`config.mk`:
```
export PLATFORM = sky130hd
export DESIGN_NAME = positional_ordered_list_core
export DESIGN_NICKNAME = d
export VERILOG_FILES = /design/src/rtl/pol_pkg.sv /design/src/rtl/pol_cell.sv /design/src/rtl/positional_ordered_list_core.sv
export SDC_FILE = /design/constraint.sdc
export NUM_CORES = 1
export LEC_CHECK = 0
export BUFFER_PORTS_ARGS = -buffer_cell sky130_fd_sc_hd__buf_2
export CAP_MARGIN = 0
export CORE_ASPECT_RATIO = 0.6
export CORE_MARGIN = 2
export CORE_UTILIZATION = 40
export DETAILED_ROUTE_END_ITERATION = 7
export HOLD_SLACK_MARGIN = 0.05
export PLACE_DENSITY = 0.65
export SLEW_MARGIN = 30
export SYNTH_ARGS = -nofsm -noshare
export SYNTH_HDL_FRONTEND = slang
export SYNTH_HIERARCHICAL = 1
export SYNTH_SLANG_ARGS = --single-unit
export TNS_END_PERCENT = 1
```
`constraint.sdc`:
```
create_clock -name clk -period 13.2 [get_ports clk]
set_input_delay 1.98 -clock clk [delete_from_list [all_inputs] [get_ports clk]]
set_output_delay 1.98 -clock clk [all_outputs]
set_load 0.02 [all_outputs]
```
`src/rtl/pol_pkg.sv`:
```
// Shared command, status and shift codes plus the cell-row bus types for the ordered list.
package pol_pkg;

  // command field of an input word
  localparam logic [2:0] CMD_INSERT = 3'd0;
  localparam logic [2:0] CMD_DELETE = 3'd1;
  localparam logic [2:0] CMD_LOCATE = 3'd2;
  localparam logic [2:0] CMD_GET    = 3'd3;
  localparam logic [2:0] CMD_CLEAR  = 3'd4;

  // status field of a result word
  localparam logic [1:0] ST_OK       = 2'd0;
  localparam logic [1:0] ST_BADPOS   = 2'd1;
  localparam logic [1:0] ST_FULL     = 2'd2;
  localparam logic [1:0] ST_NOTFOUND = 2'd3;

  // shift operation broadcast to every cell
  localparam logic [1:0] SH_HOLD   = 2'd0;
  localparam logic [1:0] SH_INSERT = 2'd1;
  localparam logic [1:0] SH_DELETE = 2'd2;

  localparam int POS_W  = 5;
  localparam int BYTE_W = 8;

  // command broadcast from the controller to the cell row
  typedef struct packed {
    logic [1:0]        shift;     // SH_* code
    logic              scan_get;  // 1: probe matches by position, 0: by value
    logic [POS_W-1:0]  pos;       // 1-based position
    logic [BYTE_W-1:0] value;     // byte to insert or to look for
  } cmd_bus_t;

  // probe word travelling down the row, one cell per cycle
  typedef struct packed {
    logic              vld;
    logic              hit;
    logic [BYTE_W-1:0] data;
  } probe_t;

endpackage

```
`src/rtl/pol_cell.sv`:
```
// One list cell: holds one entry, shifts with its neighbors, and checks the passing probe.
module pol_cell
  import pol_pkg::*;
#(
  parameter int IDX = 0,
  parameter int CW  = 5
) (
  input  logic                clk,
  input  logic                rst_n,
  input  cmd_bus_t            bus,
  input  logic [CW-1:0]       count,
  input  logic [BYTE_W-1:0]   left_data,
  input  logic [BYTE_W-1:0]   right_data,
  output logic [BYTE_W-1:0]   data,
  input  probe_t              probe_in,
  input  logic [CW-1:0]       pidx_in,
  output probe_t              probe_out,
  output logic [CW-1:0]       pidx_out
);

  localparam int XW = ((CW > POS_W) ? CW : POS_W) + 1;

  logic [BYTE_W-1:0] data_r, data_nxt;
  probe_t            probe_r, probe_nxt;
  logic [CW-1:0]     pidx_r, pidx_nxt;

  logic [XW-1:0] my_pos, cnt_x, pos_x;
  logic          in_use, match;

  assign my_pos = XW'(IDX + 1);
  assign cnt_x  = XW'(count);
  assign pos_x  = XW'(bus.pos);
  assign in_use = (my_pos <= cnt_x);

  // insert: take the new byte at the target slot, the left entry behind it
  // delete: take the right entry from the target slot on
  always_comb begin
    data_nxt = data_r;
    unique case (bus.shift)
      SH_INSERT: begin
        if (my_pos == pos_x) begin
          data_nxt = bus.value;
        end else if (my_pos > pos_x) begin
          data_nxt = left_data;
        end
      end
      SH_DELETE: begin
        if (my_pos >= pos_x) begin
          data_nxt = right_data;
        end
      end
      default: data_nxt = data_r;
    endcase
  end

  assign match = in_use && (bus.scan_get ? (my_pos == pos_x) : (data_r == bus.value));

  // keep the first hit; a later cell only passes it on
  always_comb begin
    probe_nxt = probe_in;
    pidx_nxt  = pidx_in;
    if (probe_in.vld && !probe_in.hit && match) begin
      probe_nxt.hit  = 1'b1;
      probe_nxt.data = data_r;
      pidx_nxt       = CW'(IDX + 1);
    end
  end

  always_ff @(posedge clk) begin
    data_r <= data_nxt;
    pidx_r <= pidx_nxt;
    if (!rst_n) begin
      probe_r <= '0;
    end else begin
      probe_r <= probe_nxt;
    end
  end

  assign data      = data_r;
  assign probe_out = probe_r;
  assign pidx_out  = pidx_r;

endmodule

```
`src/rtl/positional_ordered_list_core.sv`:
```
// Top level of the positional ordered list: controller, count and the row of cells.
// Insert, delete, clear and unknown commands pass the execute and hold states before out_tvalid rises.
// Locate and get send a probe down the cell row, one cell per cycle.
// One command is in work at a time; a new word is taken while the last result waits.
// A new command is taken only once the last one has moved its result to the output register.
// rst_n (synchronous, active low) empties the list; cell contents are kept but never read.
module positional_ordered_list_core
  import pol_pkg::*;
#(
  parameter int DEPTH = 16
) (
  input  logic        clk,
  input  logic        rst_n,
  input  logic        in_tvalid,
  output logic        in_tready,
  input  logic [15:0] in_tdata,   // command[2:0], position[7:3], value[15:8]
  output logic        out_tvalid,
  input  logic        out_tready,
  output logic [23:0] out_tdata   // status[1:0], found_value[9:2], found_position[14:10],
                                  // length[19:15], is_empty[20], zero[23:21]
);

  localparam int CW = $clog2(DEPTH + 1);
  localparam int XW = ((CW > POS_W) ? CW : POS_W) + 1;

  localparam logic [1:0] S_IDLE = 2'd0;
  localparam logic [1:0] S_EXEC = 2'd1;
  localparam logic [1:0] S_SCAN = 2'd2;
  localparam logic [1:0] S_HOLD = 2'd3;

  logic [1:0]        state_r, state_nxt;
  logic [2:0]        cmd_r;
  logic [POS_W-1:0]  pos_r;
  logic [BYTE_W-1:0] val_r;
  logic [CW-1:0]     count_r, count_nxt;

  // pending result, waiting for the output register
  logic [1:0]        res_status_r, res_status_nxt;
  logic [BYTE_W-1:0] res_fval_r, res_fval_nxt;
  logic [POS_W-1:0]  res_fpos_r, res_fpos_nxt;

  logic              out_vld_r;
  logic [23:0]       out_data_r;

  logic              in_fire, out_free;
  logic [XW-1:0]     pos_x, cnt_x;
  logic              pos_zero, ins_pos_ok, acc_pos_ok, list_full, launch;
  cmd_bus_t          bus;

  // cell row wiring
  logic [BYTE_W-1:0] data_w [DEPTH];
  probe_t            probe_w [DEPTH+1];
  logic [CW-1:0]     pidx_w [DEPTH+1];
  probe_t            tail;

  assign in_tready = (state_r == S_IDLE);
  assign in_fire   = in_tvalid && in_tready;
  assign out_free  = !out_vld_r || out_tready;

  // position checks against the current length
  assign pos_x      = XW'(pos_r);
  assign cnt_x      = XW'(count_r);
  assign pos_zero   = (pos_r == '0);
  assign ins_pos_ok = !pos_zero && (pos_x <= cnt_x + XW'(1));
  assign acc_pos_ok = !pos_zero && (pos_x <= cnt_x);
  assign list_full  = (cnt_x == XW'(DEPTH));

  assign launch = (state_r == S_EXEC) && ((cmd_r == CMD_LOCATE) || (cmd_r == CMD_GET));

  // broadcast the shift only in the execute cycle; hold the scan keys throughout
  always_comb begin
    bus.shift    = SH_HOLD;
    bus.scan_get = (cmd_r == CMD_GET);
    bus.pos      = pos_r;
    bus.value    = val_r;
    if (state_r == S_EXEC) begin
      if ((cmd_r == CMD_INSERT) && ins_pos_ok && !list_full) begin
        bus.shift = SH_INSERT;
      end else if ((cmd_r == CMD_DELETE) && acc_pos_ok) begin
        bus.shift = SH_DELETE;
      end
    end
  end

  // inject the probe at the head of the row
  assign probe_w[0] = '{vld: launch, hit: 1'b0, data: '0};
  assign pidx_w[0]  = '0;

  for (genvar k = 0; k < DEPTH; k++) begin : g_cell
    logic [BYTE_W-1:0] left_d, right_d;
    if (k == 0) begin : g_head
      assign left_d = '0;
    end else begin : g_left
      assign left_d = data_w[k-1];
    end
    if (k == DEPTH - 1) begin : g_tail
      assign right_d = data_w[k];
    end else begin : g_right
      assign right_d = data_w[k+1];
    end
    pol_cell #(
      .IDX (k),
      .CW  (CW)
    ) u_cell (
      .clk        (clk),
      .rst_n      (rst_n),
      .bus        (bus),
      .count      (count_r),
      .left_data  (left_d),
      .right_data (right_d),
      .data       (data_w[k]),
      .probe_in   (probe_w[k]),
      .pidx_in    (pidx_w[k]),
      .probe_out  (probe_w[k+1]),
      .pidx_out   (pidx_w[k+1])
    );
  end

  assign tail = probe_w[DEPTH];

  // sequencer, count update and result capture
  always_comb begin
    state_nxt      = state_r;
    count_nxt      = count_r;
    res_status_nxt = res_status_r;
    res_fval_nxt   = res_fval_r;
    res_fpos_nxt   = res_fpos_r;
    unique case (state_r)
      S_IDLE: begin
        if (in_fire) begin
          state_nxt = S_EXEC;
        end
      end
      S_EXEC: begin
        res_status_nxt = ST_OK;
        res_fval_nxt   = '0;
        res_fpos_nxt   = '0;
        state_nxt      = S_HOLD;
        if (launch) begin
          state_nxt = S_SCAN;
        end
        if (cmd_r == CMD_INSERT) begin
          if (!ins_pos_ok) begin
            res_status_nxt = ST_BADPOS;
          end else if (list_full) begin
            res_status_nxt = ST_FULL;
          end
        end
        if ((cmd_r == CMD_DELETE) && !acc_pos_ok) begin
          res_status_nxt = ST_BADPOS;
        end
        if (bus.shift == SH_INSERT) begin
          count_nxt = count_r + CW'(1);
        end else if (bus.shift == SH_DELETE) begin
          count_nxt = count_r - CW'(1);
        end else if (cmd_r == CMD_CLEAR) begin
          count_nxt = '0;
        end
      end
      S_SCAN: begin
        if (tail.vld) begin
          state_nxt = S_HOLD;
          if (bus.scan_get) begin
            res_status_nxt = acc_pos_ok ? ST_OK : ST_BADPOS;
            res_fval_nxt   = tail.hit ? tail.data : '0;
            res_fpos_nxt   = '0;
          end else begin
            res_status_nxt = tail.hit ? ST_OK : ST_NOTFOUND;
            res_fval_nxt   = '0;
            res_fpos_nxt   = tail.hit ? POS_W'(pidx_w[DEPTH]) : '0;
          end
        end
      end
      S_HOLD: begin
        if (out_free) begin
          state_nxt = S_IDLE;
        end
      end
      default: state_nxt = S_IDLE;
    endcase
  end

  always_ff @(posedge clk) begin
    if (in_fire) begin
      cmd_r <= in_tdata[2:0];
      pos_r <= in_tdata[7:3];
      val_r <= in_tdata[15:8];
    end
    res_status_r <= res_status_nxt;
    res_fval_r   <= res_fval_nxt;
    res_fpos_r   <= res_fpos_nxt;
    // load the output word when the slot frees
    if ((state_r == S_HOLD) && out_free) begin
      out_data_r <= {3'b000, (count_r == '0), POS_W'(count_r),
                     res_fpos_r, res_fval_r, res_status_r};
    end
    if (!rst_n) begin
      state_r   <= S_IDLE;
      count_r   <= '0;
      out_vld_r <= 1'b0;
    end else begin
      state_r <= state_nxt;
      count_r <= count_nxt;
      if ((state_r == S_HOLD) && out_free) begin
        out_vld_r <= 1'b1;
      end else if (out_tready) begin
        out_vld_r <= 1'b0;
      end
    end
  end

  assign out_tvalid = out_vld_r;
  assign out_tdata  = out_data_r;

  // the list never grows past its cell row
  a_count_bound: assert property (@(posedge clk) disable iff (!rst_n)
    XW'(count_r) <= XW'(DEPTH))
    else $error("list length exceeds cell count");

  // a probe reaches the tail only while a scan is running
  a_probe_in_scan: assert property (@(posedge clk) disable iff (!rst_n)
    tail.vld |-> (state_r == S_SCAN))
    else $error("probe arrived outside a scan");

  // an accepted insert shift grows the list by exactly one
  a_insert_grows: assert property (@(posedge clk) disable iff (!rst_n)
    (bus.shift == SH_INSERT) |=> (count_r == $past(count_r) + CW'(1)))
    else $error("insert did not grow the list by one");

  // a new result word appears only out of the hold state
  a_result_from_hold: assert property (@(posedge clk) disable iff (!rst_n)
    (!out_vld_r ##1 out_vld_r) |-> ($past(state_r) == S_HOLD))
    else $error("result word raised outside the hold state");

endmodule
```
Word level (Yosys, flattened, before mapping)
Index checks and enable logic that the tools add are counted.
{"block": "classes", "n_addsub": 3, "n_mul": 0, "n_div": 0, "n_lt_le_gt_ge": 49, "eq_ne": 75, "shift": 0, "n_mux": 125, "n_bitwise": 0, "n_reduce_logical": 106}
{"operator": "$mux 8", "count": 50}
{"operator": "$pmux 8 s2", "count": 16}
{"operator": "$mux 9", "count": 16}
{"operator": "$eq 8x8->1", "count": 16}
{"operator": "$logic_and 1x1->1", "count": 56}
{"operator": "$reduce_and 3->1", "count": 16}
{"operator": "$ne 3x1->1 const B", "count": 15}
{"operator": "$eq 4x5->1 const A", "count": 8}
{"operator": "$ge 4x5->1 const A", "count": 8}
{"operator": "$gt 4x5->1 const A", "count": 8}
{"operator": "$le 4x5->1 const A", "count": 8}
{"operator": "$ne 2x1->1 const B", "count": 17}
{"operator": "$mux 5", "count": 6}
{"operator": "$mux 2", "count": 13}
{"operator": "$mux 1", "count": 21}
{"operator": "$eq 3x5->1 const A", "count": 4}
{"operator": "$ge 3x5->1 const A", "count": 4}
{"operator": "$gt 3x5->1 const A", "count": 4}
{"operator": "$le 3x5->1 const A", "count": 4}
{"operator": "$logic_not 1->1", "count": 19}
{"operator": "$eq 2x5->1 const A", "count": 2}
{"operator": "$ge 2x5->1 const A", "count": 2}
{"operator": "$gt 2x5->1 const A", "count": 2}
{"operator": "$le 2x5->1 const A", "count": 2}
{"operator": "29 further kinds", "count": 41}
{"block": "word_totals", "reg_bits": 402, "latchBits": 0, "mem_bits_rw": 0, "mem_bits_ro": 0, "out_inout_bits": 26, "elab_cells": 448, "n_memories": 0}

Logic depth before layout (Yosys ltp)
Gate-level depths: netlist of run 1.
{"block": "depth", "depth_word": 10, "depth_mapped": 15, "ltp_nobuf": 14}

Modules after synthesis
The synthesis of run 1 kept the hierarchy.
{"mod": "positional_ordered_list_core", "n_inst": 1, "cells_each": 204, "area_per_inst_um2": 2692.6, "seq_area_each_um2": 1721.7}
{"mod": "pol_cell (g_cell[15].u_cell)", "n_inst": 1, "cells_each": 139, "area_per_inst_um2": 1358.8, "seq_area_each_um2": 540.5}
{"mod": "pol_cell (g_cell[9].u_cell)", "n_inst": 1, "cells_each": 104, "area_per_inst_um2": 1109.8, "seq_area_each_um2": 540.5}
{"mod": "pol_cell (g_cell[12].u_cell)", "n_inst": 1, "cells_each": 103, "area_per_inst_um2": 1108.6, "seq_area_each_um2": 540.5}
{"mod": "pol_cell (g_cell[0].u_cell)", "n_inst": 1, "cells_each": 103, "area_per_inst_um2": 1094.8, "seq_area_each_um2": 540.5}
{"mod": "pol_cell (g_cell[10].u_cell)", "n_inst": 1, "cells_each": 103, "area_per_inst_um2": 1093.5, "seq_area_each_um2": 540.5}
{"mod": "pol_cell (g_cell[11].u_cell)", "n_inst": 1, "cells_each": 106, "area_per_inst_um2": 1093.5, "seq_area_each_um2": 540.5}
{"mod": "pol_cell (g_cell[5].u_cell)", "n_inst": 1, "cells_each": 105, "area_per_inst_um2": 1093.5, "seq_area_each_um2": 540.5}
{"mod": "pol_cell (g_cell[1].u_cell)", "n_inst": 1, "cells_each": 103, "area_per_inst_um2": 1087.3, "seq_area_each_um2": 540.5}
{"mod": "pol_cell (g_cell[14].u_cell)", "n_inst": 1, "cells_each": 102, "area_per_inst_um2": 1086.0, "seq_area_each_um2": 540.5}
{"mod": "pol_cell (g_cell[3].u_cell)", "n_inst": 1, "cells_each": 103, "area_per_inst_um2": 1081.0, "seq_area_each_um2": 540.5}
{"mod": "pol_cell (g_cell[4].u_cell)", "n_inst": 1, "cells_each": 104, "area_per_inst_um2": 1079.8, "seq_area_each_um2": 540.5}
{"mod": "pol_cell (g_cell[13].u_cell)", "n_inst": 1, "cells_each": 103, "area_per_inst_um2": 1077.3, "seq_area_each_um2": 540.5}
{"mod": "pol_cell (g_cell[6].u_cell)", "n_inst": 1, "cells_each": 102, "area_per_inst_um2": 1071.0, "seq_area_each_um2": 540.5}
{"mod": "+3 rows"}

Worst setup path before layout of run 1
OpenSTA, ideal clock, no wires.
{"block": "synth_timing", "path_type": "register -> register", "start": "register pos_r[4]", "end": "register g_cell[4].u_cell.data_r[0] (enable)", "setup_ps": 419, "arrival_time_ps": 5289, "required_ps": 12781, "path_slack_ps": 7492, "path_stages_with_launch": 7, "path_buffers": 0, "period_less_slack_ps": 5708, "path_cell_list": "edfxtp_1 ha_1 o32ai_1 nor2_1 nor3_1 xnor2_1 a2111oi_0"}
{"element": "start, declared", "line": "positional_ordered_list_core.sv:33", "text": "logic [POS_W-1:0] pos_r;"}
{"element": "start signal, assigned", "line": "positional_ordered_list_core.sv:186", "text": "pos_r <= in_tdata[7:3];"}
{"element": "end signal, assigned", "line": "pol_cell.sv:70", "text": "data_r <= data_nxt;"}
{"element": "end, declared", "line": "pol_cell.sv:23", "text": "logic [BYTE_W-1:0] data_r, data_nxt;"}

==> results of run 1 <==
## synthesized netlist by cell type (4+ instances only)
library cell and number:
and2_1 43, a22o_1 8, xnor2_1 39, mux2i_1 233, nor4_1 30, o2111ai_1 16
nor2_1 19, xor2_1 105, a211oi_1 5, o21a_1 20, inv_2 4, a31oi_1 4
a21boi_0 6, o21ai_0 150, nand4_1 21, ha_1 17, nor3_1 13, nand2_1 366
nand2b_1 12, nor2b_1 40, o21ai_2 4, nand4_2 4, inv_1 20, and2b_2 30
or2_1 4, and3_1 5, nand3_1 14, clkbuf_1 47, dfxtp_1 248, a21o_1 4
edfxtp_1 180, a2111oi_4 7, buf_2 8, buf_6 20, or2_2 27, nor4_2 4
a21oi_1 27, buf_4 8
## power breakdown
| part | switching [mW] | total [mW] | leakage [nW] | internal, mW |
|---|---|---|---|---|
| sequential | 0.0361 | 1.49 | 3.67 | 1.46 |
| clock | 0.510 | 1.16 | 0.644 | 0.645 |
| combinational | 0.361 | 0.522 | 3.74 | 0.161 |
| total | 0.907 | 3.17 | 8.05 | 2.27 |
## routing by layer
layer	vias to the layer above	GRT usage [%]	wire, um
met3	43	5.77	6070
met5	-	0	0
met4	0	3.19	480
met2	666	25.0	19100
li1	6706	-	-
met1	6748	34.6	28400
## final cells by class
type                    instances  area [um2]  area share, %
diodes                          1        2.50         0.0111
clock buffers                  62        1230           5.42
clock inverters                11        77.6          0.343
inverters                      26         100          0.442
multi-input cells            1371        9520           42.1
flip-flops and latches        428       10400           45.8
well taps                     682         853           3.77
repair buffers                 74         479           2.12
## critical path, delay by kind of cell (launching register included)
kind	cells	cell delay [ns]
compound gates	4	1.26
fa+ha+maj	1	0.32
flops	1	0.92
xor+xnor	1	0.22
simple gates	3	1.04
buf+inv	2	0.45
## cells by family after synthesis
group           synth area share [%]
fa+ha+maj                       1.05
compound gates                  9.42
simple gates                    17.6
xor+xnor                        6.22
other cells                   0.0185
mux                             11.6
buf+inv                         3.04
flops                           51.1
## per-stage QoR
step	std cells	utilization (%)	hold slack, ns	setup slack, ns	area (um2)
global route	2654	45.5	0.425	8.14	22600
global placement	2571	42.5	0.403	8.53	21100
finish	2655	45.5	0.414	8.58	22600
floorplan	1909	-	0.382	7.49	20400
detailed placement	2579	42.8	0.400	8.25	21300
CTS	2652	45.4	0.417	8.26	22600
## worst max path at each step
stage / start / endpoint / slack, ns / depth (start not counted)
2_1_floorplan: pos_r[4]$_DFFE_PP_ / g_cell[4].u_cell/data[0]$_DFFE_PP_ / 7.49 / 6
3_3_place_gp: count_r[4]$_SDFFE_PN0P_ / g_cell[5].u_cell/data[5]$_DFFE_PP_ / 8.53 / 11
3_5_place_dp: count_r[4]$_SDFFE_PN0P_ / g_cell[5].u_cell/data[1]$_DFFE_PP_ / 8.25 / 11
4_1_cts: count_r[4]$_SDFFE_PN0P_ / g_cell[5].u_cell/data[5]$_DFFE_PP_ / 8.26 / 11
5_1_grt: count_r[4]$_SDFFE_PN0P_ / g_cell[3].u_cell/data[7]$_DFFE_PP_ / 8.14 / 11
6_report: count_r[4]$_SDFFE_PN0P_ / g_cell[1].u_cell/data[7]$_DFFE_PP_ / 8.58 / 11
## registers in the layout, indices dropped and copies added, names as in the netlist
name and flops:
g_cell.u_cell/probe_out 160, g_cell.u_cell/data 128, g_cell.u_cell/pidx_out 80, out_tdata 21, res_fval_r 8, val_r 8
count_r 5, pos_r 5, res_fpos_r 5, cmd_r 3, res_status_r 2, state_r 2
out_tvalid 1
==> metrics.txt, run 1 <==
relative max-transition margin=35.3%; reg2reg setup slack=8.58 ns; Power Dens Cells=140 nW/um2; crit end category=flop; global-route wire length before repair=82.9 mm; EDFF count, synth=180; Final Hold Vio Count=0; Die W=295 um; CTS Root Cell=clkbuf_16; # hold bufs at CTS=0; total track usage=20.6%; # rows=63; Tcrit/Tclk final=35.0%; post-synth top area share=26.6%; Die Height=178 um; Area growth, synth to finish=11.6%; Synth area leader=edfxtp_1; CTS tree=yes; final count of negative-setup-slack endpoints=0; leading post-synthesis cells by cell area=edfxtp_1 27%, dfxtp_1 24%, mux2i_1 11%; Sum Neg Setup Slack=0 ns; Clock Pin Slew Worst Setup and Hold Paths=0.06 ns; Remaining Overflow, GRT=0; Port-buffer cells=42; worst hold start=g_cell[7].u_cell/pidx_out[0]$_SDFF_PP0_; total CTS buffers=40; r2r endpoint=g_cell[1].u_cell/data[7]$_DFFE_PP_; DR iter-0 viols=1,349; Antenna Nets Post-Route=0; crit-path max cell delay=0.92 ns; hold path cells=1; worst vdd ir=115 uV; CP Max Fanout=39; clk sinks=428; vias in the first global route=13.5k; postcts setup bufs=0; DP HPWL=37.2 mm; initial antenna violation count=1; Required @ worst endpoint=13.37 ns; Synth Cell Area=20,300 um2; Tmin final=4.62 ns; worst reg2reg startpoint=count_r[4]$_SDFFE_PN0P_; full die area=52,600 um2; Leak=8.05 nW; worst-path cell chain=inv_1 -> xnor2_1 -> ha_1 -> nand3_1 -> o21bai_1 -> a31oi_1 -> nand2b_4 -> inv_4 -> nor2b_1 -> o21ai_0 -> a21oi_1; Unique masters post-synth=83; Remaining DRCs=0; fin. max-slew vios=0; Final Skew=0.0233 ns; drt total wl=54.1 mm; Yosys reg bits=428; io pins=46; GP Congestion=0.852; hold crit path type=reg2reg; vias=14.2k; fin nets=1,978; r2r worst-path depth=11; status=finished, final reports clean; Filler Cell Count=4,629; post-detailed-route via-to-cell ratio=5.33; Max Cap Viol=0; Avg Cell Area, Syn=10.8 um2; Post-Synthesis Cells=1,884; predominant post-synthesis flop cell=dfxtp_1; pin count of the biggest net entering global routing=87; H-tree depth=2; Startpoint Class=flop; Core Area=49,700 um2; Worst-Margin Slew=0.968 ns; Seq/Total Area, Yosys=51.1%; drt wl/cell=20.4 um; Hold Path End=g_cell[8].u_cell/pidx_out[0]$_SDFF_PP1_; Post-synth ARST share=0%; most common cell after layout, fill and taps aside=nand2_1; TritonRoute pass-1 iters=5; Longest Clk Path Bufs=3; CP Data Arrival Time=4.79 ns; RSZ-0062 raised after global routing=false; critical path type=reg2reg; Achievable Freq=217 MHz; layout cells sized above 1=13.8%; clock latency on the worst-skew pair=0.56 ns; Overall Power=3.17 mW; Syn. warnings=6; Initial Util=40.8%; commonest cells after routing, fill and taps aside=366 x nand2_1, 248 x dfxtp_1, 233 x mux2i_1; Crit-path slowest cell=dfxtp_1; # resized after CTS=0
Power figures use the tool's default switching activity.
==> run 2, diff against run 1 <==
--- a/config.mk
+++ b/config.mk
@@ -12,7 +12,7 @@
 export CORE_UTILIZATION = 40
 export DETAILED_ROUTE_END_ITERATION = 7
 export HOLD_SLACK_MARGIN = 0.05
-export PLACE_DENSITY = 0.65
+export PLACE_DENSITY = 0.67
 export SLEW_MARGIN = 30
 export SYNTH_ARGS = -nofsm -noshare
 export SYNTH_HDL_FRONTEND = slang
==> constraint.sdc (replaced) <==
create_clock -name clk -period 3.75 [get_ports clk]
set_input_delay 0.5625 -clock clk [delete_from_list [all_inputs] [get_ports clk]]
set_output_delay 0.5625 -clock clk [all_outputs]
set_load 0.02 [all_outputs]
==> metrics.txt, run 2 (synthesized netlist as in run 1, its figures left out) <==
initial antenna violation count=2 (+1); relative max-transition margin=42.3% (+7.0 points); Clock Pin Slew Worst Setup and Hold Paths=0.07 ns (about the same); CTS tree=yes; global-route wire length before repair=84.3 mm (+1.7%); H-tree depth=2 (unchanged); Final Hold Vio Count=0 (unchanged); fin. max-slew vios=0 (unchanged); Remaining DRCs=0 (unchanged); fin nets=2,032 (+2.7%); crit end category=flop; critical path type=reg2reg; M3 GR Usage=5.43% (-0.34 points); pin count of the biggest net entering global routing=96 (+10%); drt total wl=54.8 mm (+1.3%); RSZ-0062 raised after global routing=false; M2 GR Usage=26.0% (+0.95 points); Startpoint Class=flop; crit-path max cell delay=0.50 ns (-0.42 ns); Final Skew=0.0293 ns (+0.00605 ns); Power Dens Cells=490 nW/um2 (+250%); vias in the first global route=13.9k (+2.7%); Achievable Freq=293 MHz (+35%); Area growth, synth to finish=13.6%; GP Congestion=0.874 (+2.6%); hold crit path type=in2reg; buffers and inverters on the worst path=2 (unchanged); Core Area=49,700 um2 (unchanged); met1 Resource Use GR=34.8% (+0.21 points); # hold bufs at CTS=0 (unchanged); most used routing layer=met1; max FFs per register=160 (unchanged); Max Cap Viol=0 (unchanged); layout cells sized above 1=15.4% (+1.6 points); DR iter-0 viols=1,508 (+12%); post-detailed-route via-to-cell ratio=5.37 (+0.61%); CP Data Arrival Time=3.60 ns (-1.19 ns); # resized after CTS=0 (unchanged); Tcrit/Tclk final=90.9% (+56 points); Port-buffer cells=42 (unchanged); ANT cells=0 (-1); total track usage=20.9% (+0.31 points); vias=14.5k (+2.6%); Required @ worst endpoint=3.94 ns (-9.43 ns); hold_ws=0.185 ns (-0.229 ns); clock latency on the worst-skew pair=0.56 ns (about the same); postcts setup bufs=0 (unchanged); commonest cells after routing, fill and taps aside=366 x nand2_1, 248 x dfxtp_1, 233 x mux2i_1; Die W=295 um (unchanged); drt wl/cell=20.2 um (-0.71%); Die Height=178 um (unchanged); full die area=52,600 um2 (unchanged); Crit path max-delay family=simple AND/OR/NAND/NOR gates; # rows=63 (unchanged); Worst-Margin Slew=0.866 ns (-0.102 ns); io pins=46 (unchanged); Leak=8.36 nW (+3.8%); Initial Util=40.8% (unchanged); Remaining Overflow, GRT=0 (unchanged); Crit-path slowest cell=nor3_2; TritonRoute pass-1 iters=5 (unchanged); CTS Root Cell=clkbuf_16; Final Util=46.4% (+0.85 points); Tmin final=3.41 ns (-1.21 ns); total CTS buffers=40 (unchanged); Longest Clk Path Bufs=3 (unchanged); most common cell after layout, fill and taps aside=nand2_1; clk sinks=428 (unchanged); worst vdd ir=420 uV (+260%); CP Max Fanout=29 (-26%); final count of negative-setup-slack endpoints=0 (unchanged); status=finished, final reports clean; worst-path cell chain=buf_4 -> nand3_1 -> xnor2_1 -> ha_1 -> nand3_1 -> o21bai_1 -> a31oi_1 -> nand2b_4 -> inv_4 -> nor2b_1 -> o21ai_0 -> nor3_2; Antenna Nets Post-Route=0 (unchanged); most frequent cell on the critical path=nand3_1; DP HPWL=38.3 mm (+3.0%)
## run 2: cell type report
cell class	instances	area, um2
repair buffers	128	977
clock buffers	59	1200
inverters	26	100
clock inverters	14	109
multi-input cells	1371	9450
flip-flops and latches	428	10400
well taps	682	853
fillers	4578	26700
## run 2: report_power, final
part           internal (mW)  switching (mW)  total (mW)  leakage [nW]
Combinational          0.655            1.24        1.89          4.05
Sequential              5.14           0.171        5.31          3.67
Clock                   2.29            1.81        4.10         0.640
## run 2: worst paths after layout
check,endpoint,start,slack [ns],cells after the start
max,g_cell[5].u_cell/data[5]$_DFFE_PP_,count_r[1]$_SDFFE_PN0P_,0.34,12
min,val_r[7]$_DFFE_PP_,in_tdata[15],0.19,1
min reg2reg,g_cell[12].u_cell/pidx_out[0]$_SDFF_PP1_,g_cell[11].u_cell/pidx_out[0]$_SDFF_PP0_,0.41,1
max reg2reg,g_cell[5].u_cell/data[5]$_DFFE_PP_,count_r[1]$_SDFFE_PN0P_,0.34,12
## run 2: stage by stage
step                      cell area, um2  cells  power, mW  setup TNS [ns]  setup slack, ns
after floorplan                    20400   1909       6.59           -6.39           -0.138
after global placement             21700   2633       7.21               0            0.468
after detailed placement           21700   2633       7.26               0            0.371
after CTS                          23000   2706       11.3               0            0.350
after global routing               23100   2708       11.7               0           0.0394
final                              23100   2708       11.3               0            0.341
## run 2: routing by layer
layer	wire, um	share of wire [%]
met1	28800	53
met2	19500	36
met3	5780	11
met4	723	1.3
met5	0	0
